[src/rtl/sector_disk_controller_core_defines.svh]
// Assertion helpers for the sector disk controller.
`ifndef SECTOR_DISK_CONTROLLER_CORE_DEFINES_SVH
`define SECTOR_DISK_CONTROLLER_CORE_DEFINES_SVH

`ifndef NO_ASSERTIONS
`define SDC_ASSERT(lbl, prop) \
  lbl: assert property (@(posedge clk) disable iff (!rst_n) prop) \
    else $error("sdc check failed");
`define SDC_ASSERT_NR(lbl, prop) \
  lbl: assert property (@(posedge clk) prop) else $error("sdc check failed");
`else
`define SDC_ASSERT(lbl, prop)
`define SDC_ASSERT_NR(lbl, prop)
`endif

`endif

[src/rtl/sdc_pkg.sv]
package sdc_pkg;

  localparam int SECTOR_BYTES      = 512;
  localparam int DRIVE_COUNT       = 4;
  localparam int SECTORS_PER_DRIVE = 256;

  localparam int SEC_W     = $clog2(SECTOR_BYTES);
  localparam int DRV_W     = $clog2(DRIVE_COUNT);
  localparam int SPD_W     = $clog2(SECTORS_PER_DRIVE);
  localparam int BUF_AW    = DRV_W + SEC_W;
  localparam int MED_AW    = DRV_W + SPD_W + SEC_W;
  localparam int BUF_DEPTH = 1 << BUF_AW;
  localparam int MED_DEPTH = 1 << MED_AW;

  localparam logic [31:0] ST_BUSY  = 32'h1;
  localparam logic [31:0] ST_ERROR = 32'h2;

  localparam logic [7:0] CMD_CLR_BUSY   = 8'h00;
  localparam logic [7:0] CMD_CLR_STATUS = 8'h01;
  localparam logic [7:0] CMD_READ       = 8'h02;
  localparam logic [7:0] CMD_MREAD      = 8'h03;
  localparam logic [7:0] CMD_WRITE      = 8'h04;
  localparam logic [7:0] CMD_MWRITE     = 8'h05;
  localparam logic [7:0] CMD_PUSH       = 8'h08;
  localparam logic [7:0] CMD_FORMAT     = 8'h10;

  localparam logic [3:0] REG_STATUS  = 4'd0;
  localparam logic [3:0] REG_CMD     = 4'd1;
  localparam logic [3:0] REG_ADDR    = 4'd2;
  localparam logic [3:0] REG_ADDR_HI = 4'd3;
  localparam logic [3:0] REG_COUNT   = 4'd5;
  localparam logic [3:0] REG_DRIVE   = 4'd6;
  localparam logic [3:0] REG_STATUS2 = 4'd7;
  localparam logic [3:0] REG_DOUT    = 4'd10;
  localparam logic [3:0] REG_DIN     = 4'd11;
  localparam logic [3:0] REG_POS     = 4'd12;

  localparam logic [1:0] IC_WR_DWORD = 2'd0;
  localparam logic [1:0] IC_WR_BYTE  = 2'd1;
  localparam logic [1:0] IC_RD_DWORD = 2'd2;
  localparam logic [1:0] IC_RD_BYTE  = 2'd3;

  localparam logic CFG_MEDIA = 1'b0;
  localparam logic CFG_RO    = 1'b1;

  typedef enum logic [1:0] {MODE_NONE, MODE_READ, MODE_WRITE} mode_t;

  typedef enum logic [2:0] {
    OP_WRITE, OP_RD_STATUS, OP_RD_DWORD, OP_RD_POS, OP_RD_NONE, OP_RD_BYTE
  } op_t;

  typedef enum logic [2:0] {
    BS_CLEAR, BS_IDLE, BS_EXEC, BS_RDBUF, BS_PUSH, BS_COPY, BS_DONE
  } bstate_t;

  typedef enum logic [1:0] {CK_BUF_ZERO, CK_BUF_MED, CK_MED_BUF, CK_MED_ZERO} copy_t;

  typedef struct packed {
    op_t         op;
    logic [3:0]  reg_idx;
    logic        byte_wr;
    logic [31:0] data;
  } item_t;

endpackage

[src/rtl/sdc_front.sv]
module sdc_front import sdc_pkg::*; (
  input  logic        clk,
  input  logic        rst_n,
  input  logic        in_push,
  output logic        in_full,
  input  logic [1:0]  in_command,
  input  logic [3:0]  in_reg_index,
  input  logic [31:0] in_write_data,
  input  logic        clearing,
  output logic        fq_valid,
  output item_t       fq_item,
  input  logic        fq_pop
);

  item_t      q_r [2];
  logic       wp_r, rp_r;
  logic [1:0] cnt_r;
  item_t      cls;
  logic       push_ok, pop_ok;

  always_comb begin
    cls.reg_idx = in_reg_index;
    cls.data    = in_write_data;
    cls.byte_wr = (in_command == IC_WR_BYTE);
    case (in_command)
      IC_WR_DWORD, IC_WR_BYTE: cls.op = OP_WRITE;
      IC_RD_DWORD: begin
        case (in_reg_index)
          REG_STATUS: cls.op = OP_RD_STATUS;
          REG_DOUT:   cls.op = OP_RD_DWORD;
          REG_POS:    cls.op = OP_RD_POS;
          default:    cls.op = OP_RD_NONE;
        endcase
      end
      IC_RD_BYTE: cls.op = OP_RD_BYTE;
      default:    cls.op = OP_RD_NONE;
    endcase
  end

  assign in_full  = (cnt_r == 2'd2) || clearing;
  assign push_ok  = in_push && !in_full;
  assign fq_valid = (cnt_r != 2'd0);
  assign pop_ok   = fq_pop && fq_valid;
  assign fq_item  = q_r[rp_r];

  always_ff @(posedge clk) begin
    if (!rst_n) begin
      wp_r  <= 1'b0;
      rp_r  <= 1'b0;
      cnt_r <= 2'd0;
    end else begin
      if (push_ok) wp_r <= !wp_r;
      if (pop_ok) rp_r <= !rp_r;
      cnt_r <= cnt_r + 2'(push_ok) - 2'(pop_ok);
    end
  end

  always_ff @(posedge clk) begin
    if (push_ok) q_r[wp_r] <= cls;
  end

endmodule

[config.mk]
export PLATFORM = sky130hd
export DESIGN_NAME = sdc_front
export DESIGN_NICKNAME = d
export VERILOG_FILES = /design/src/rtl/sector_disk_controller_core_defines.svh /design/src/rtl/sdc_pkg.sv /design/src/rtl/sdc_front.sv
export SDC_FILE = /design/constraint.sdc
export NUM_CORES = 1
export LEC_CHECK = 0
export BUFFER_PORTS_ARGS = -buffer_cell sky130_fd_sc_hd__buf_4
export CAP_MARGIN = 5
export CORE_MARGIN = 4
export CORE_UTILIZATION = 58
export CTS_BUF_LIST = sky130_fd_sc_hd__clkbuf_4
export DETAILED_ROUTE_END_ITERATION = 8
export PLACE_DENSITY_LB_ADDON = 0.2
export SYNTH_ARGS = -nofsm -noshare
export SYNTH_HDL_FRONTEND = slang
export SYNTH_SLANG_ARGS = --single-unit
export TNS_END_PERCENT = 5
[constraint.sdc]
create_clock -name clk -period 4.5 [get_ports clk]
set_input_delay 0.9 -clock clk [delete_from_list [all_inputs] [get_ports clk]]
set_output_delay 0.9 -clock clk [all_outputs]
set_load 0.01 [all_outputs]
# ---- After elaboration in Yosys (flattened, before gate mapping)
# Memories as Yosys holds them, arrays and structs flattened. A register that Yosys moved wholly into a read port is not among the register bits.
# Cells that the tools add are included.
dict set report classes {
  addsub 2
  n_eq_ne 6
  mux 6
  reduce_logical 10
}
# op n
set op_table {}
lappend op_table {{case mux 3 bit (3 select lines)} 2}
lappend op_table {{equality test 4 bit, second input constant} 2}
lappend op_table {{equality test 2 bit, second input constant} 3}
lappend op_table {{logical NOT 4 bit} 1}
lappend op_table {{two-way mux 1 bit} 4}
lappend op_table {{logical NOT 1 bit} 3}
lappend op_table {{adder 2 x 1 -> 2 bit} 1}
lappend op_table {{equality test 2 x 1 -> 1 bit, second input constant} 1}
lappend op_table {{logical AND 1 bit} 2}
lappend op_table {{logical NOT 2 bit} 1}
lappend op_table {{nonzero test 2 bit} 1}
lappend op_table {{OR reduction 2 bit} 1}
lappend op_table {{subtractor 2 x 1 -> 2 bit} 1}
lappend op_table {{logical OR 1 bit} 1}
dict set report totals {
  reg_bits 4
  ram_bits 80
  in_bits 43
  output_inout_bits 42
  word_cells 28
  mem_count 1
}
# name words word_bits rd rd_ports_with_merged_regs write_ports line
set mem_list {}
lappend mem_list {q_r 2 40 1 1 1 sdc_front.sv:15} ;# item_t q_r [2];

# ---- Longest topological paths before layout
dict set report depth {
  ltp_word 6
  ltp_mapped 8
  ltp_nobuf 8
}

# ---- Worst setup path before layout
# No wires, ideal clock.
dict set report synth_path {
  path_kind {input port to flip-flop}
  start {input port clearing}
  end {memory q_r[0][0] in the netlist's numbering (enable)}
  setup_ps 438
  arrival_ps 2833
  setup_slack_ps 1230
  stages 2
  path_cell_list {nand3b_1 nor2_1}
}
dict set report synth_between {
  elab_chain_cells 5
}
# item line
set synth_lines {}
lappend synth_lines {{start: declaration} sdc_front.sv:9} ;# input logic clearing,
lappend synth_lines {{logical OR 1 bit} sdc_front.sv:40} ;# assign in_full = (cnt_r == 2'd2) || clearing;
lappend synth_lines {{logical NOT 1 bit} sdc_front.sv:41} ;# assign push_ok = in_push && !in_full;
lappend synth_lines {{logical AND 1 bit} sdc_front.sv:41}
lappend synth_lines {{two-way mux 1 bit} sdc_front.sv:59} ;# if (push_ok) q_r[wp_r] <= cls;
lappend synth_lines {{two-way mux 1 bit (implied by the code)} sdc_front.sv:59}
lappend synth_lines {{end: declaration} sdc_front.sv:15}
# No other way between the ends.

==> impl_metrics.ini <==
[run_status]
status = finished clean

[cts]
clk_pin_slew_ns = 0.11
post-cts-setup-buffers = 0
cts_buffers = 9
cts_hold_buffers = 0
clk_path_buf_depth = 2
cts_max_level = 3
clk_latency_ns = 0.40
ctsRootBufferMaster = clkbuf_4
clkSinkCount = 85
cts_resized = 0
tritoncts = built

[setup_path]
reg2reg_setup_slack_ns = 2.37
cp-start-kind = register
endpoint = fq_item[18]
cp_max_fo = 40
reg2reg_depth = 3
reg2reg_to = q_r[1][14]
cp.arrival_ns = 1.95
crit_required_ns = 3.60
end_kind = output pin
r2r-start = cnt_r[0]
path_class = register to output pin

[global_route]
grt-ovfl-total = 0
grtUsageMet3_pct = 4.45
grt_busiest_layer = met2
grt_first_pass_wirelength_um = 7860
use_met1_pct = 19.5
grt_max_degree = 41
antenna_found_initial = 0
grt_use_met2_pct = 27.0
grt_pass1_vias = 1668
grt_usage_pct = 16.4

[layout]
final_core_util_pct = 76.5
nFillCells = 315
drive_above_1_share_pct = 55.5
insertedDiodeCount = 0
layout.cells.non_filler = 326
design_area_um2 = 4010
finalNetCount = 296
syn_to_final_growth_pct = 25.4

[synthesis]
ys_seq_elements = 85
synth_cell_types = 21
syn_area_um2 = 3190
avgSynthCellArea_um2 = 20.0
synth_area_leader_cell = edfxtp_1
synthesis.instances = 160
synth_warnings = 0
netlist.area_leader.share_pct = 75.2
ys_seq_area_share_pct = 78.3
synth.area.top_cells = edfxtp_1 (75%), mux2_2 (14%), dfxtp_1 (3.1%)
syn_nets = 205

[power_and_ir_drop]
sequentialPowerShare_pct = 56.2
pwr-share-comb_pct = 24.4
p_sw_mw = 0.451
totalPowerFinal_mw = 1.77
clock_power_share_pct = 19.4
p_leak_nw = 1.48
p_int_mw = 1.32
swShare_pct = 25.5
ir_drop_mv = 0.396
p_per_area_nw_per_um2 = 442

[min_path]
hold_depth = 2
hold_class = register to register

[die]
initial_core_util_pct = 61.0
die_x_um = 82.2
rows = 26
die_y_um = 82.2
dieArea_um2 = 6760
ios = 85
coreArea_um2 = 5240

[sta]
fin_ws_ns = 1.65
tightest_slew_ns = 1.13
drv_slew = 0
rsz0062_at_grt = no
setup_tns_ns = 0
slew_headroom_pct = 24.6
report.final.hold_viol_count = 0
min_period_over_period_pct = 63.2
fmax_mhz = 351
min_period_ns = 2.85
setup_violations = 0
hold_slack_ns = 0.535
fin_skew_ns = 0.0129

[place]
gp_congestion = 0.680
dp_hpwl_um = 3500
pre_cts_ws_ns = 1.78
dp.cells = 310
placed_area_um2 = 3900
io_buffers = 84

[drt]
wl_per_cell_um = 16.0
drcViolationCount = 0
dr_total_vias = 1634
drtAntennaViolNets = 0
drt_iter0_drc = 100
via_per_inst = 5.01
wl_um = 5200
drt-pass1-iter-count = 4

[flow_run]
drv_cap = 0
## critical path: stages, from the launching register on
cell	delay [ns]
dfxtp_2	0.96
mux2_2	0.43
buf_4	0.15
## state kept, by name, summed over array words and instances (netlist names), named ones only
| register | count |
|---|---|
| q_r | 80 |
| rp_r | 1 |
| cnt_r | 2 |
| wp_r | 1 |
## cell usage after synthesis
master,instances
nor2_1,3
xnor2_1,3
buf_4,4
or2_2,1
o21a_1,2
nand2_1,2
nand3b_1,1
and2_1,2
nand2b_1,2
dfxtp_1,5
mux2_2,40
nor3_1,2
inv_1,2
ha_1,2
mux2i_1,1
and4_2,1
a21oi_1,1
o31a_1,1
edfxtp_1,80
nor2b_1,3
xor2_1,2
## power by group through the flow
stage	clock network (mW)	logic [mW]	registers, mW
4_1_cts	0.356	0.440	0.996
2_1_floorplan	0	0.279	0.969
3_5_place_dp	0	0.438	1.01
3_3_place_gp	0	0.434	1.01
5_1_grt	0.400	0.466	1.00
6_report	0.344	0.431	0.995
## cell type report
cell class	count	area, um2	area share, %
clock inverters	4	16.3	0.406
flip-flops and latches	85	2500	62.5
multi-input cells	69	669	16.7
clock buffers	12	90.1	2.25
repair buffers	84	631	15.7
inverters	2	7.51	0.187
well taps	70	87.6	2.19
## per-layer routing
layer  routed length (um)  vias to the layer above
met5                    0                        -
met2                 2620                       56
li1                     -                      800
met1                 2120                      769
met4                  106                        0
met3                  360                        9
## cells in the final DEF, fill, tap and decap left out
| cell | synthesis | layout |
|---|---|---|
| a21oi_1 | 1 | 1 |
| and2_1 | 2 | 2 |
| and4_2 | 1 | 1 |
| buf_4 | 4 | 84 |
| clkbuf_4 | 0 | 12 |
| clkinv_1 | 0 | 3 |
| clkinv_2 | 0 | 1 |
| dfxtp_1 | 5 | 4 |
| dfxtp_2 | 0 | 1 |
| edfxtp_1 | 80 | 80 |
| ha_1 | 2 | 2 |
| inv_1 | 2 | 2 |
| mux2_2 | 40 | 40 |
| mux2i_1 | 1 | 1 |
| nand2_1 | 2 | 2 |
| nand2b_1 | 2 | 2 |
| nand3b_1 | 1 | 1 |
| nor2_1 | 3 | 1 |
| nor2_4 | 0 | 2 |
| nor2b_1 | 3 | 3 |
| nor3_1 | 2 | 2 |
| o21a_1 | 2 | 2 |
| o31a_1 | 1 | 1 |
| or2_2 | 1 | 1 |
| xnor2_1 | 3 | 3 |
| xor2_1 | 2 | 2 |
## logic make-up (layout without fill, tap and decap cells)
family | Yosys count | count (layout) | synth area share, %
and+or+nand+nor | 17 | 17 | 3.02
adders and majority gates | 2 | 2 | 0.783
AOI/OAI and AO/OA | 4 | 4 | 0.901
muxes | 41 | 41 | 14.4
buffers and inverters | 6 | 102 | 1.18
DFF | 85 | 85 | 78.3
xor gates and xnor gates | 5 | 5 | 1.37
## worst min-delay path by stage
stage	from	end	slack, ns
2_1_floorplan	wp_r	wp_r	0.45
3_3_place_gp	wp_r	wp_r	0.50
3_5_place_dp	wp_r	wp_r	0.52
4_1_cts	wp_r	wp_r	0.54
5_1_grt	rp_r	register	0.58
6_report	wp_r	wp_r	0.53
No activity file was read; power rests on OpenSTA's default activity.
