<file path="src/rtl/sector_disk_controller_core_defines.svh">
// Assertion helpers for the sector disk controller.
`ifndef SECTOR_DISK_CONTROLLER_CORE_DEFINES_SVH
`define SECTOR_DISK_CONTROLLER_CORE_DEFINES_SVH

`ifndef NO_ASSERTIONS
`define SDC_ASSERT(lbl, prop) \
  lbl: assert property (@(posedge clk) disable iff (!rst_n) prop) \
    else $error("sdc check failed");
`define SDC_ASSERT_NR(lbl, prop) \
  lbl: assert property (@(posedge clk) prop) else $error("sdc check failed");
`else
`define SDC_ASSERT(lbl, prop)
`define SDC_ASSERT_NR(lbl, prop)
`endif

`endif

</file>
<file path="src/rtl/sdc_pkg.sv">
package sdc_pkg;

  localparam int SECTOR_BYTES      = 512;
  localparam int DRIVE_COUNT       = 4;
  localparam int SECTORS_PER_DRIVE = 256;

  localparam int SEC_W     = $clog2(SECTOR_BYTES);
  localparam int DRV_W     = $clog2(DRIVE_COUNT);
  localparam int SPD_W     = $clog2(SECTORS_PER_DRIVE);
  localparam int BUF_AW    = DRV_W + SEC_W;
  localparam int MED_AW    = DRV_W + SPD_W + SEC_W;
  localparam int BUF_DEPTH = 1 << BUF_AW;
  localparam int MED_DEPTH = 1 << MED_AW;

  localparam logic [31:0] ST_BUSY  = 32'h1;
  localparam logic [31:0] ST_ERROR = 32'h2;

  localparam logic [7:0] CMD_CLR_BUSY   = 8'h00;
  localparam logic [7:0] CMD_CLR_STATUS = 8'h01;
  localparam logic [7:0] CMD_READ       = 8'h02;
  localparam logic [7:0] CMD_MREAD      = 8'h03;
  localparam logic [7:0] CMD_WRITE      = 8'h04;
  localparam logic [7:0] CMD_MWRITE     = 8'h05;
  localparam logic [7:0] CMD_PUSH       = 8'h08;
  localparam logic [7:0] CMD_FORMAT     = 8'h10;

  localparam logic [3:0] REG_STATUS  = 4'd0;
  localparam logic [3:0] REG_CMD     = 4'd1;
  localparam logic [3:0] REG_ADDR    = 4'd2;
  localparam logic [3:0] REG_ADDR_HI = 4'd3;
  localparam logic [3:0] REG_COUNT   = 4'd5;
  localparam logic [3:0] REG_DRIVE   = 4'd6;
  localparam logic [3:0] REG_STATUS2 = 4'd7;
  localparam logic [3:0] REG_DOUT    = 4'd10;
  localparam logic [3:0] REG_DIN     = 4'd11;
  localparam logic [3:0] REG_POS     = 4'd12;

  localparam logic [1:0] IC_WR_DWORD = 2'd0;
  localparam logic [1:0] IC_WR_BYTE  = 2'd1;
  localparam logic [1:0] IC_RD_DWORD = 2'd2;
  localparam logic [1:0] IC_RD_BYTE  = 2'd3;

  localparam logic CFG_MEDIA = 1'b0;
  localparam logic CFG_RO    = 1'b1;

  typedef enum logic [1:0] {MODE_NONE, MODE_READ, MODE_WRITE} mode_t;

  typedef enum logic [2:0] {
    OP_WRITE, OP_RD_STATUS, OP_RD_DWORD, OP_RD_POS, OP_RD_NONE, OP_RD_BYTE
  } op_t;

  typedef enum logic [2:0] {
    BS_CLEAR, BS_IDLE, BS_EXEC, BS_RDBUF, BS_PUSH, BS_COPY, BS_DONE
  } bstate_t;

  typedef enum logic [1:0] {CK_BUF_ZERO, CK_BUF_MED, CK_MED_BUF, CK_MED_ZERO} copy_t;

  typedef struct packed {
    op_t         op;
    logic [3:0]  reg_idx;
    logic        byte_wr;
    logic [31:0] data;
  } item_t;

endpackage

</file>
<file path="src/rtl/sdc_outq.sv">
module sdc_outq import sdc_pkg::*; (
  input  logic        clk,
  input  logic        rst_n,
  input  logic        oq_push,
  input  logic [31:0] oq_data,
  output logic        oq_full,
  output logic        out_empty,
  input  logic        out_pop,
  output logic [31:0] out_read_data
);

  logic [31:0] q_r [2];
  logic        wp_r, rp_r;
  logic [1:0]  cnt_r;
  logic        pop_ok, push_ok;

  assign oq_full       = (cnt_r == 2'd2);
  assign out_empty     = (cnt_r == 2'd0);
  assign push_ok       = oq_push && !oq_full;
  assign pop_ok        = out_pop && !out_empty;
  assign out_read_data = q_r[rp_r];

  always_ff @(posedge clk) begin
    if (!rst_n) begin
      wp_r  <= 1'b0;
      rp_r  <= 1'b0;
      cnt_r <= 2'd0;
    end else begin
      if (push_ok) wp_r <= !wp_r;
      if (pop_ok) rp_r <= !rp_r;
      cnt_r <= cnt_r + 2'(push_ok) - 2'(pop_ok);
    end
  end

  always_ff @(posedge clk) begin
    if (push_ok) q_r[wp_r] <= oq_data;
  end

endmodule

</file>
<file path="config.mk">
export PLATFORM = sky130hd
export DESIGN_NAME = sdc_outq
export DESIGN_NICKNAME = d
export VERILOG_FILES = /design/src/rtl/sector_disk_controller_core_defines.svh /design/src/rtl/sdc_pkg.sv /design/src/rtl/sdc_outq.sv
export SDC_FILE = /design/constraint.sdc
export NUM_CORES = 1
export LEC_CHECK = 0
export BUFFER_PORTS_ARGS = -buffer_cell sky130_fd_sc_hd__buf_2
export CAP_MARGIN = 25
export CORE_UTILIZATION = 52
export DETAILED_ROUTE_END_ITERATION = 10
export HOLD_SLACK_MARGIN = 0.1
export PLACE_DENSITY = 0.76
export SETUP_SLACK_MARGIN = 0.2
export SYNTH_ARGS = -nofsm -noshare
export SYNTH_HDL_FRONTEND = slang
export SYNTH_SLANG_ARGS = --single-unit
</file>
<file path="constraint.sdc">
create_clock -name clk -period 3.3 [get_ports clk]
set_input_delay 0.33 -clock clk [delete_from_list [all_inputs] [get_ports clk]]
set_output_delay 0.33 -clock clk [all_outputs]
set_load 0.03 [all_outputs]
</file>
# --- Word level (Yosys, flattened, before mapping) ---
# Memory sizes are Yosys's and may differ from the RTL's. A register that Yosys moved wholly into a read port is not among the register bits.
# Cells that the tools add are included.
totals:
  ff_bits: 4
  n_memories: 1
  output_inout_bits: 34
  elab_cells: 18
  mem_bits_rw: 64
mem_list:
  columns: ["memory", "depth", "word_bits", "read_ports", "rd_clocked_by_memory_dff", "wr", "line_no", "text"]
  rows:
  - ["q_r", 2, 32, 1, 1, 1, "sdc_outq.sv:12", "logic [31:0] q_r [2];"]
op_classes:
  eq_ne: 1
  reduce_logical: 7
  n_addsub: 2
  muxes: 4
op_table:
  columns: ["operator", "count"]
  rows:
  - ["logical NOT 1 bit", 4]
  - ["2-to-1 mux 1 bit", 4]
  - ["adder 2 x 1 -> 2 bit", 1]
  - ["== test 2 bit, second input constant", 1]
  - ["logical AND 1 bit", 2]
  - ["logical NOT 2 bit", 1]
  - ["subtractor 2 x 1 -> 2 bit", 1]

# --- Logic depth before layout (Yosys ltp) ---
# Gate-level depths: netlist of the first run.
logic_depth:
  ltp_word: 5
  depth_mapped: 8

# --- Worst setup path after synthesis of the first run ---
# Ideal clock, no wire load.
synth_timing:
  kind: "flip-flop to flip-flop"
  startpoint: "register cnt_r[0]"
  endpoint: "memory q_r[0][0], enable pin"
  path_buffers: 0
  path_stages_with_launch: 4
  t_required_ps: 2879
  setup_slack_ps: 935
  period_less_slack_ps: 2365
  setup_ps: 421
  arrival_time_ps: 1944
  cell_sequence: "dfxtp_1 nand2b_1 nand2_1 nor2_1"
synth_via:
  elab_chain_cells: 5
synth_lines:
  columns: ["element", "line_no", "text"]
  rows:
  - ["from (decl)", "sdc_outq.sv:14", "logic [1:0] cnt_r;"]
  - ["from (signal assigned)", "sdc_outq.sv:31", "cnt_r <= cnt_r + 2'(push_ok) - 2'(pop_ok);"]
  - ["== test 2 bit", "sdc_outq.sv:17", "assign oq_full = (cnt_r == 2'd2);"]
  - ["logical NOT 1 bit", "sdc_outq.sv:19", "assign push_ok = oq_push && !oq_full;"]
  - ["logical AND 1 bit", "sdc_outq.sv:19", null]
  - ["2-to-1 mux 1 bit", "sdc_outq.sv:36", "if (push_ok) q_r[wp_r] <= oq_data;"]
  - ["2-to-1 mux 1 bit (implied by the code)", "sdc_outq.sv:36", null]
  - ["to (decl)", "sdc_outq.sv:12", null]
# Every way passes these cells.

==> impl_metrics.env, run 1 <==
export IMPL_yosysUniqueCellTypes=18
export IMPL_cts_buffer_depth=2
export IMPL_post_route_min_period_ps=1970
export IMPL_grt_pass1_vias=1331
export IMPL_syn_instance_count=127
export IMPL_cp_depth=3
export IMPL_grt_pass1_wl_um=6450
export IMPL_grt_max_degree=33
export IMPL_ff2ff_path_depth=3
export IMPL_fin_crit_sh=0.598
export IMPL_seq_power_share=0.438
export IMPL_synth_nets=165
export IMPL_placed_area_um2=3070
export IMPL_routed_wl_um=4300
export IMPL_rsz0062_at_grt="false"
export IMPL_vdd_drop_max_uv=508
export IMPL_clk_pin_slew_ps=70
export IMPL_ys_seq_area_frac=0.749
export IMPL_ys_warn_count=0
export IMPL_grt_util_all_layers=0.171
export IMPL_cts_tree="built"
export IMPL_core_area_um2=4850
export IMPL_dp_hpwl_um=2850
export IMPL_slowest_stage="dfxtp_2"
export IMPL_end_kind="output port"
export IMPL_drive_gt1_frac=0.567
export IMPL_synth_edf_count=64
export IMPL_cp_required_ps=2970
export IMPL_areaGrowthSynthToFinish_pct=20.4
export IMPL_cp_start_kind="flop"
export IMPL_htree_num_levels=3
export IMPL_synth_top_area_cell="edfxtp_1"
export IMPL_initial_core_util=0.557
export IMPL_worstPathArrival_ps=1640
export IMPL_power_leakage_uw=0.00132
export IMPL_p_int_uw=1790
export IMPL_yosys_most_used_dff="edfxtp_1"
export IMPL_crit_chain="buf_12 > mux2_2 > buf_2"
export IMPL_dr_first_iter_drc_count=45
export IMPL_final_max_slew_viol_count=0
export IMPL_tns_ps=0
export IMPL_final_setup_viol_count=0
export IMPL_p_clk_frac=0.203
export IMPL_worstMarginPinSlew_ps=921
export IMPL_maxSlewHeadroom=0.385
export IMPL_final_area_um2=3250
export IMPL_placementRows=25
export IMPL_synth_top_area_frac=0.712
export IMPL_cts_resized=0
export IMPL_routed_via_density=4.84
export IMPL_dr_pass1_iters=4
export IMPL_num_vias=1342
export IMPL_io_buffers=69
export IMPL_die_area_um2=5480
export IMPL_drc=0
export IMPL_worstPathMaxFanout=25
export IMPL_slowest_delay_ps=510
export IMPL_p_switching_uw=956
export IMPL_cts_buffers=9
export IMPL_cts_sinks=69
export IMPL_antenna_found_initial=0
export IMPL_combPwrFrac=0.360
export IMPL_drv_cap=0
export IMPL_ant_nets=0
export IMPL_swShare=0.348
export IMPL_post_cts_buffers=0
export IMPL_cts_hold_fix_buffers=0
export IMPL_whs_path_depth=1
export IMPL_clkLatencyLatePin_ps=330
export IMPL_gp_congestion=0.657
export IMPL_fillers=333
export IMPL_n_antenna_cell=0
export IMPL_hold_viol=0
export IMPL_power_density_nw_per_um2=845
export IMPL_pin_count=70
export IMPL_path_buf_inv=2
export IMPL_outcome="finished, final reports clean"
export IMPL_crit_type="flop to output port"
export IMPL_grt_overflow_total=0
export IMPL_yosys_register_bits=69
export IMPL_synthTopCellsByArea="edfxtp_1, mux2_4, dfxtp_1"
export IMPL_path_delay_family="flip-flops"
export IMPL_wl_per_cell_um=15.5
export IMPL_fin_nets=243
export IMPL_async_flop_share=0
export IMPL_die_h_um=74.1
export IMPL_dieWidth_um=74.1
export IMPL_skew_ps=4.76
export IMPL_syn_area_per_cell_um2=21.3
export IMPL_min_path_type="input pin to flop"
export IMPL_syn_area_um2=2700
export IMPL_root_buffer="clkbuf_8"
export IMPL_fmax_ghz=0.506
placed cells by master (no fill, tap or decap):
cell type and instances:
and2_1 2, and3_1 1, buf_12 1, buf_2 69
buf_4 1, clkbuf_8 9, clkinv_1 2, clkinv_2 5
dfxtp_1 4, dfxtp_2 1, edfxtp_1 64, ha_1 2
inv_1 3, mux2_2 2, mux2_4 30, mux2i_1 1
nand2_1 2, nand2b_1 2, nor2_1 4, nor2_4 1
nor3_1 1, o21a_1 1, xnor2_1 1, xor2_1 1
power groups by stage:
stage | clock network (uW) | registers (uW) | logic, uW
after global placement | 0 | 1270 | 910
final | 557 | 1200 | 989
after global routing | 603 | 1220 | 1050
after detailed placement | 0 | 1280 | 929
after CTS | 571 | 1260 | 931
after floorplan | 0 | 1190 | 840
kinds of logic after synthesis:
logic type / synth area share
muxes: 0.179
xor gates and xnor gates: 0.00649
AOI/OAI and AO/OA: 0.00278
DFF: 0.749
and+or+nand+nor: 0.0232
adders and majority gates: 0.00927
buffers and inverters: 0.0306
state kept, by name, indices dropped and copies added, names as in the netlist, named ones only:
signal  count
cnt_r       2
wp_r        1
q_r        64
rp_r        1
cells in the mapped netlist, drive strengths merged (2+ instances only):
library cell  count
nor2              5
ha                2
nand2             2
and2              2
dfxtp             5
mux2             32
nand2b            2
edfxtp           64
buf               4
inv               3
area by class of cell:
type / count / area [um2] / area share
Clock buffer: 9 / 124 / 0.0381
Clock inverter: 7 / 32.5 / 0.0100
Inverter: 3 / 11.3 / 0.00346
Multi-Input combinational cell: 51 / 603 / 0.186
Sequential cell: 69 / 2020 / 0.622
Tap cell: 67 / 83.8 / 0.0258
Timing Repair Buffer: 71 / 373 / 0.115
metal layers:
metal,track usage,wire [um],vias up
met2,0.276,2230,45
met3,0.0705,237,11
met1,0.200,1730,648
met5,0,0,-
li1,-,-,638
met4,0.0812,104,0
worst paths after layout:
check | start | end | slack [ps]
setup / recovery | flop | out_read_data[0] | 1330
hold / removal | oq_data[28] | q_r[0][28] | 180
setup reg to reg | cnt_r[0] | q_r[1][16] | 1390
hold reg to reg | wp_r | wp_r | 520
through the flow:
step / setup slack, ps / cells / util / hold slack, ps / power [uW]
floorplan: 935 / 127 / - / 429 / 2030
global placement: 1370 / 260 / 0.634 / 496 / 2180
detailed placement: 1350 / 260 / 0.634 / 515 / 2210
CTS: 970 / 276 / 0.666 / 167 / 2760
global route: 1250 / 277 / 0.670 / 162 / 2870
finish: 1330 / 277 / 0.670 / 179 / 2750
No activity file was read; power rests on OpenSTA's default activity.
==> run 2, diff against run 1 <==
--- a/config.mk
+++ b/config.mk
@@ -7,10 +7,10 @@
 export LEC_CHECK = 0
 export BUFFER_PORTS_ARGS = -buffer_cell sky130_fd_sc_hd__buf_2
 export CAP_MARGIN = 25
-export CORE_UTILIZATION = 52
+export CORE_UTILIZATION = 47
 export DETAILED_ROUTE_END_ITERATION = 10
 export HOLD_SLACK_MARGIN = 0.1
-export PLACE_DENSITY = 0.76
+export PLACE_DENSITY = 0.72
 export SETUP_SLACK_MARGIN = 0.2
 export SYNTH_ARGS = -nofsm -noshare
 export SYNTH_HDL_FRONTEND = slang
==> constraint.sdc (replaced) <==
create_clock -name clk -period 1.77 [get_ports clk]
set_input_delay 0.177 -clock clk [delete_from_list [all_inputs] [get_ports clk]]
set_output_delay 0.177 -clock clk [all_outputs]
set_load 0.03 [all_outputs]
==> impl_metrics.env, run 2 (synthesis results as in run 1) <==
export IMPL_tns_ps=0
export IMPL_ant_nets=0
export IMPL_pin_count=70
export IMPL_fmax_ghz=0.628
export IMPL_reg_largest_list="q_r (64), cnt_r (2)"
export IMPL_slowest_stage="dfxtp_4"
export IMPL_placementRows=27
export IMPL_gp_congestion=0.749
export IMPL_cp_required_ps=2010
export IMPL_die_h_um=77.8
export IMPL_dr_pass1_iters=4
export IMPL_clk_pin_slew_ps=60
export IMPL_grt_pass1_wl_um=7230
export IMPL_rsz0062_at_grt="true"
export IMPL_final_common_cell="edfxtp_1"
export IMPL_fin_nets=282
export IMPL_fin_cells=320
export IMPL_cts_buffers=9
export IMPL_grt_overflow_total=0
export IMPL_grt_max_degree=33
export IMPL_htree_num_levels=3
export IMPL_drive_gt1_frac=0.532
export IMPL_cp_start_kind="flop"
export IMPL_initial_core_util=0.490
export IMPL_outcome="finished, final reports clean"
export IMPL_clkLatencyLatePin_ps=330
export IMPL_path_buf_inv=1
export IMPL_dr_first_iter_drc_count=69
export IMPL_routed_via_density=4.76
export IMPL_min_path_type="input pin to flop"
export IMPL_cts_tree="built"
export IMPL_areaGrowthSynthToFinish_pct=46.8
export IMPL_root_buffer="clkbuf_8"
export IMPL_dieWidth_um=77.8
export IMPL_die_area_um2=6050
export IMPL_top_register="q_r"
export IMPL_dp_cells=267
export IMPL_power_density_nw_per_um2=1480
export IMPL_grt_util_all_layers=0.166
export IMPL_worstPathMaxFanout=4
export IMPL_worstMarginPinSlew_ps=239
export IMPL_vdd_drop_max_uv=860
export IMPL_final_setup_viol_count=0
export IMPL_drv_cap=0
export IMPL_crit_type="flop to flop"
export IMPL_path_delay_family="simple AND/OR/NAND/NOR gates"
export IMPL_hold_viol=0
export IMPL_crit_chain="nand2b_4 > nand2_4 > ha_4 > inv_2 > ha_2 > xor2_2 > and2_1 > nor3_1"
export IMPL_slowest_delay_ps=370
export IMPL_core_area_um2=5510
export IMPL_final_max_slew_viol_count=0
export IMPL_dp_hpwl_um=2830
export IMPL_num_vias=1523
export IMPL_fin_crit_sh=0.899
export IMPL_drc=0
export IMPL_layout_common_cells="edfxtp_1, buf_2, mux2_4, dlygate4sd3_1, buf_6"
export IMPL_antenna_found_initial=0
export IMPL_post_route_min_period_ps=1590
export IMPL_wl_per_cell_um=15.9
export IMPL_worstPathArrival_ps=1830
export IMPL_routed_wl_um=5080
export IMPL_largest_reg_flops=64
export IMPL_end_kind="flop"
export IMPL_fin_ws_ps=179
export IMPL_maxSlewHeadroom=0.839
export IMPL_cts_buffer_depth=2
export IMPL_n_antenna_cell=0
export IMPL_cts_sinks=69
export IMPL_grt_pass1_vias=1555
export IMPL_io_buffers=69
export IMPL_power_leakage_uw=0.00158
export IMPL_skew_ps=7.48
export IMPL_place_ws_ps=29.9
## run 2: cell count changes in the layout (fill, tap and decap cells not counted), sizes merged
cell / previous run / this run
dlygate4sd3: 0 / 32
clkbuf: 9 / 12
clkinv: 7 / 4
buf: 71 / 77
## run 2: worst paths after layout
check / start / to / slack (ps) / depth (start not counted)
max reg2reg: cnt_r[0] / cnt_r[1] / 180 / 8
min: rst_n / cnt_r[0] / 110 / 2
max: cnt_r[0] / cnt_r[1] / 180 / 8
min reg2reg: rp_r / flop / 540 / 2
## run 2: layout make-up
class                   instances  area [um2]
multi-input cells              51         657
clock inverters                 4        16.3
flip-flops and latches         69        2030
well taps                      72        90.1
fillers                       360        1540
clock buffers                  11         131
repair buffers                110        1030
inverters                       3        11.3
## run 2: metrics by stage
| step | area (um2) | total power (uW) | hold WS, ps | utilization |
|---|---|---|---|---|
| final | 3970 | 5870 | 114 | 0.720 |
| after global routing | 3970 | 6100 | 124 | 0.720 |
| after floorplan | 2710 | 3780 | 276 | - |
| after global placement | 3130 | 4130 | 366 | 0.569 |
| after CTS | 3710 | 5460 | 102 | 0.674 |
| after detailed placement | 3130 | 4190 | 370 | 0.569 |
## run 2: what timing repair did
item,4_1_cts,5_1_grt
hold endpoints to repair,64,0
setup endpoints to repair,33,31
pin swaps,0,6
hold buffers,32,0
resized for setup,20,83
buffers inserted,0,3
cloned,2,1
## run 2: metal layers
layer  vias to the layer above  GRT usage  share of wire
met2                        58      0.317           0.58
met4                         0     0.0792          0.011
li1                        719          -              -
met1                       741      0.173           0.37
met5                         -          0              0
met3                         5     0.0318          0.041
## run 2: report_power, final
part / switching [uW] / internal [uW] / total [uW]
clock: 500 / 484 / 984
combinational: 1280 / 1340 / 2620
sequential: 141 / 2120 / 2260
total: 1920 / 3950 / 5870
==> run 3, diff against run 2 <==
--- a/config.mk
+++ b/config.mk
@@ -11,6 +11,7 @@
 export DETAILED_ROUTE_END_ITERATION = 10
 export HOLD_SLACK_MARGIN = 0.1
 export PLACE_DENSITY = 0.72
+export REMOVE_ABC_BUFFERS = 1
 export SETUP_SLACK_MARGIN = 0.2
 export SYNTH_ARGS = -nofsm -noshare
 export SYNTH_HDL_FRONTEND = slang
==> impl_metrics.env, run 3 (synthesis results as in run 1) <==
export IMPL_dr_pass1_iters=4
export IMPL_antenna_found_initial=0
export IMPL_rsz0062_at_grt="true"
export IMPL_grt_max_degree=31
export IMPL_drc=0
export IMPL_dp_cells=269
export IMPL_maxSlewHeadroom=0.798
export IMPL_num_vias=1519
export IMPL_placementRows=27
export IMPL_end_kind="output port"
export IMPL_initial_core_util=0.490
export IMPL_drv_cap=0
export IMPL_reg2reg_slack_ps=190
export IMPL_final_common_cell="edfxtp_1"
export IMPL_grt_overflow_total=0
export IMPL_root_buffer="clkbuf_8"
export IMPL_fin_crit_sh=0.898
export IMPL_areaGrowthSynthToFinish_pct=47.1
export IMPL_pin_count=70
export IMPL_tns_ps=0
export IMPL_cts_buffers=9
export IMPL_outcome="finished, final reports clean"
export IMPL_crit_type="flop to output port"
export IMPL_crit_end="out_read_data[9]"
export IMPL_hold_viol=0
export IMPL_fmax_ghz=0.629
export IMPL_cts_tree="built"
export IMPL_reg_largest_list="q_r (64), cnt_r (2)"
export IMPL_post_route_min_period_ps=1590
export IMPL_layout_common_cells="edfxtp_1, buf_2, mux2_4, dlygate4sd3_1, buf_6"
export IMPL_power_leakage_uw=0.00159
export IMPL_whs_ps=138
export IMPL_worstPathMaxFanout=9
export IMPL_drive_gt1_frac=0.550
export IMPL_fin_cells=323
export IMPL_clk_pin_slew_ps=70
export IMPL_cp_depth=3
export IMPL_largest_reg_flops=64
export IMPL_fin_nets=284
export IMPL_slowest_delay_ps=440
export IMPL_path_buf_inv=2
export IMPL_routed_via_density=4.70
export IMPL_slowest_stage="dfxtp_4"
export IMPL_dr_first_iter_drc_count=46
export IMPL_cp_required_ps=1590
export IMPL_cp_start_kind="flop"
export IMPL_top_register="q_r"
export IMPL_die_area_um2=6050
export IMPL_grt_pass1_wl_um=6970
export IMPL_gp_congestion=0.680
export IMPL_wl_per_cell_um=16.1
export IMPL_crit_chain="buf_12 > mux2_4 > buf_2"
export IMPL_worstMarginPinSlew_ps=301
export IMPL_cts_buffer_depth=2
export IMPL_power_density_nw_per_um2=1520
export IMPL_htree_num_levels=3
export IMPL_clkLatencyLatePin_ps=320
export IMPL_r2r_end="cnt_r[1]"
export IMPL_path_delay_family="flip-flops"
export IMPL_r2r_start="cnt_r[1]"
export IMPL_dieWidth_um=77.8
export IMPL_n_antenna_cell=0
export IMPL_vdd_drop_max_uv=1220
export IMPL_worstPathArrival_ps=1410
export IMPL_cts_sinks=69
export IMPL_min_path_type="input pin to flop"
export IMPL_final_setup_viol_count=0
export IMPL_routed_wl_um=5210
export IMPL_final_max_slew_viol_count=0
export IMPL_ff2ff_path_depth=7
export IMPL_ant_nets=0
export IMPL_core_area_um2=5510
export IMPL_grt_pass1_vias=1492
export IMPL_fillers=343
export IMPL_skew_ps=8.26
export IMPL_die_h_um=77.8
export IMPL_dp_hpwl_um=2810
export IMPL_io_buffers=69
export IMPL_grt_util_all_layers=0.159
[run 3: cell types whose count changed in the layout (fill, tap and decap cells not counted), moves of 2 or more]
cell / change
buf_2: +9
buf_6: -8
buf_16: -2
clkinv_1: -2
[run 3: stage by stage]
step | area, um2 | power, uW | worst slack, ps | util
after floorplan | 2630 | 3670 | -595 | -
after global placement | 3150 | 4130 | 263 | 0.572
after detailed placement | 3150 | 4200 | 61.1 | 0.572
after CTS | 3660 | 5440 | 131 | 0.664
after global routing | 3970 | 6280 | 129 | 0.721
final | 3970 | 6040 | 180 | 0.721
[run 3: area by class of cell]
| type | instances | area [um2] | area share |
|---|---|---|---|
| clock buffer | 11 | 131 | 0.0331 |
| clock inverter | 5 | 51.3 | 0.0129 |
| inverter | 3 | 11.3 | 0.00283 |
| multi-input combinational | 51 | 674 | 0.170 |
| sequential | 69 | 2030 | 0.512 |
| tap | 72 | 90.1 | 0.0227 |
| timing repair buffer | 112 | 981 | 0.247 |
[run 3: where the power goes]
group / switching, uW / leakage [uW] / internal, uW
Clock: 534 / 0.0000907 / 642
Combinational: 1300 / 0.000858 / 1290
Sequential: 141 / 0.000641 / 2120
[run 3: worst min path at each step]
stage                start    endpoint  slack (ps)  cells after the start
6_report             rst_n    cnt_r[0]         140                      2
5_1_grt              rst_n    cnt_r[0]         130                      2
4_1_cts              rst_n    cnt_r[0]         110                      2
3_5_place_dp   oq_data[19]  q_r[0][19]         370                      1
3_3_place_gp    oq_data[6]   q_r[1][6]         370                      1
2_1_floorplan   oq_data[0]   q_r[0][0]         280                      0
[run 3: worst reg2reg max path, delay by kind of cell, from the launching register on]
family / cells / cell delay [ps]
buf+inv: 1 / 40
compound gates: 1 / 210
flops: 1 / 370
simple gates: 2 / 310
xor+xnor: 1 / 150
fa+ha+maj: 2 / 430
[run 3: repair_timing]
item	4_1_cts	5_1_grt
setup buffers	0	3
cloned	0	3
hold endpoints to repair	64	0
endpoints found under the setup margin	33	33
gates resized for setup	2	88
pin swaps	0	4
hold buffers	32	0
[run 3: per-layer routing]
layer	wire length, um	share of wire	vias to the layer above	GRT usage
met4	114	0.022	0	0.0849
met3	208	0.040	11	0.0341
met5	0	0	-	0
met2	2900	0.56	54	0.280
li1	-	-	723	-
met1	1990	0.38	731	0.180
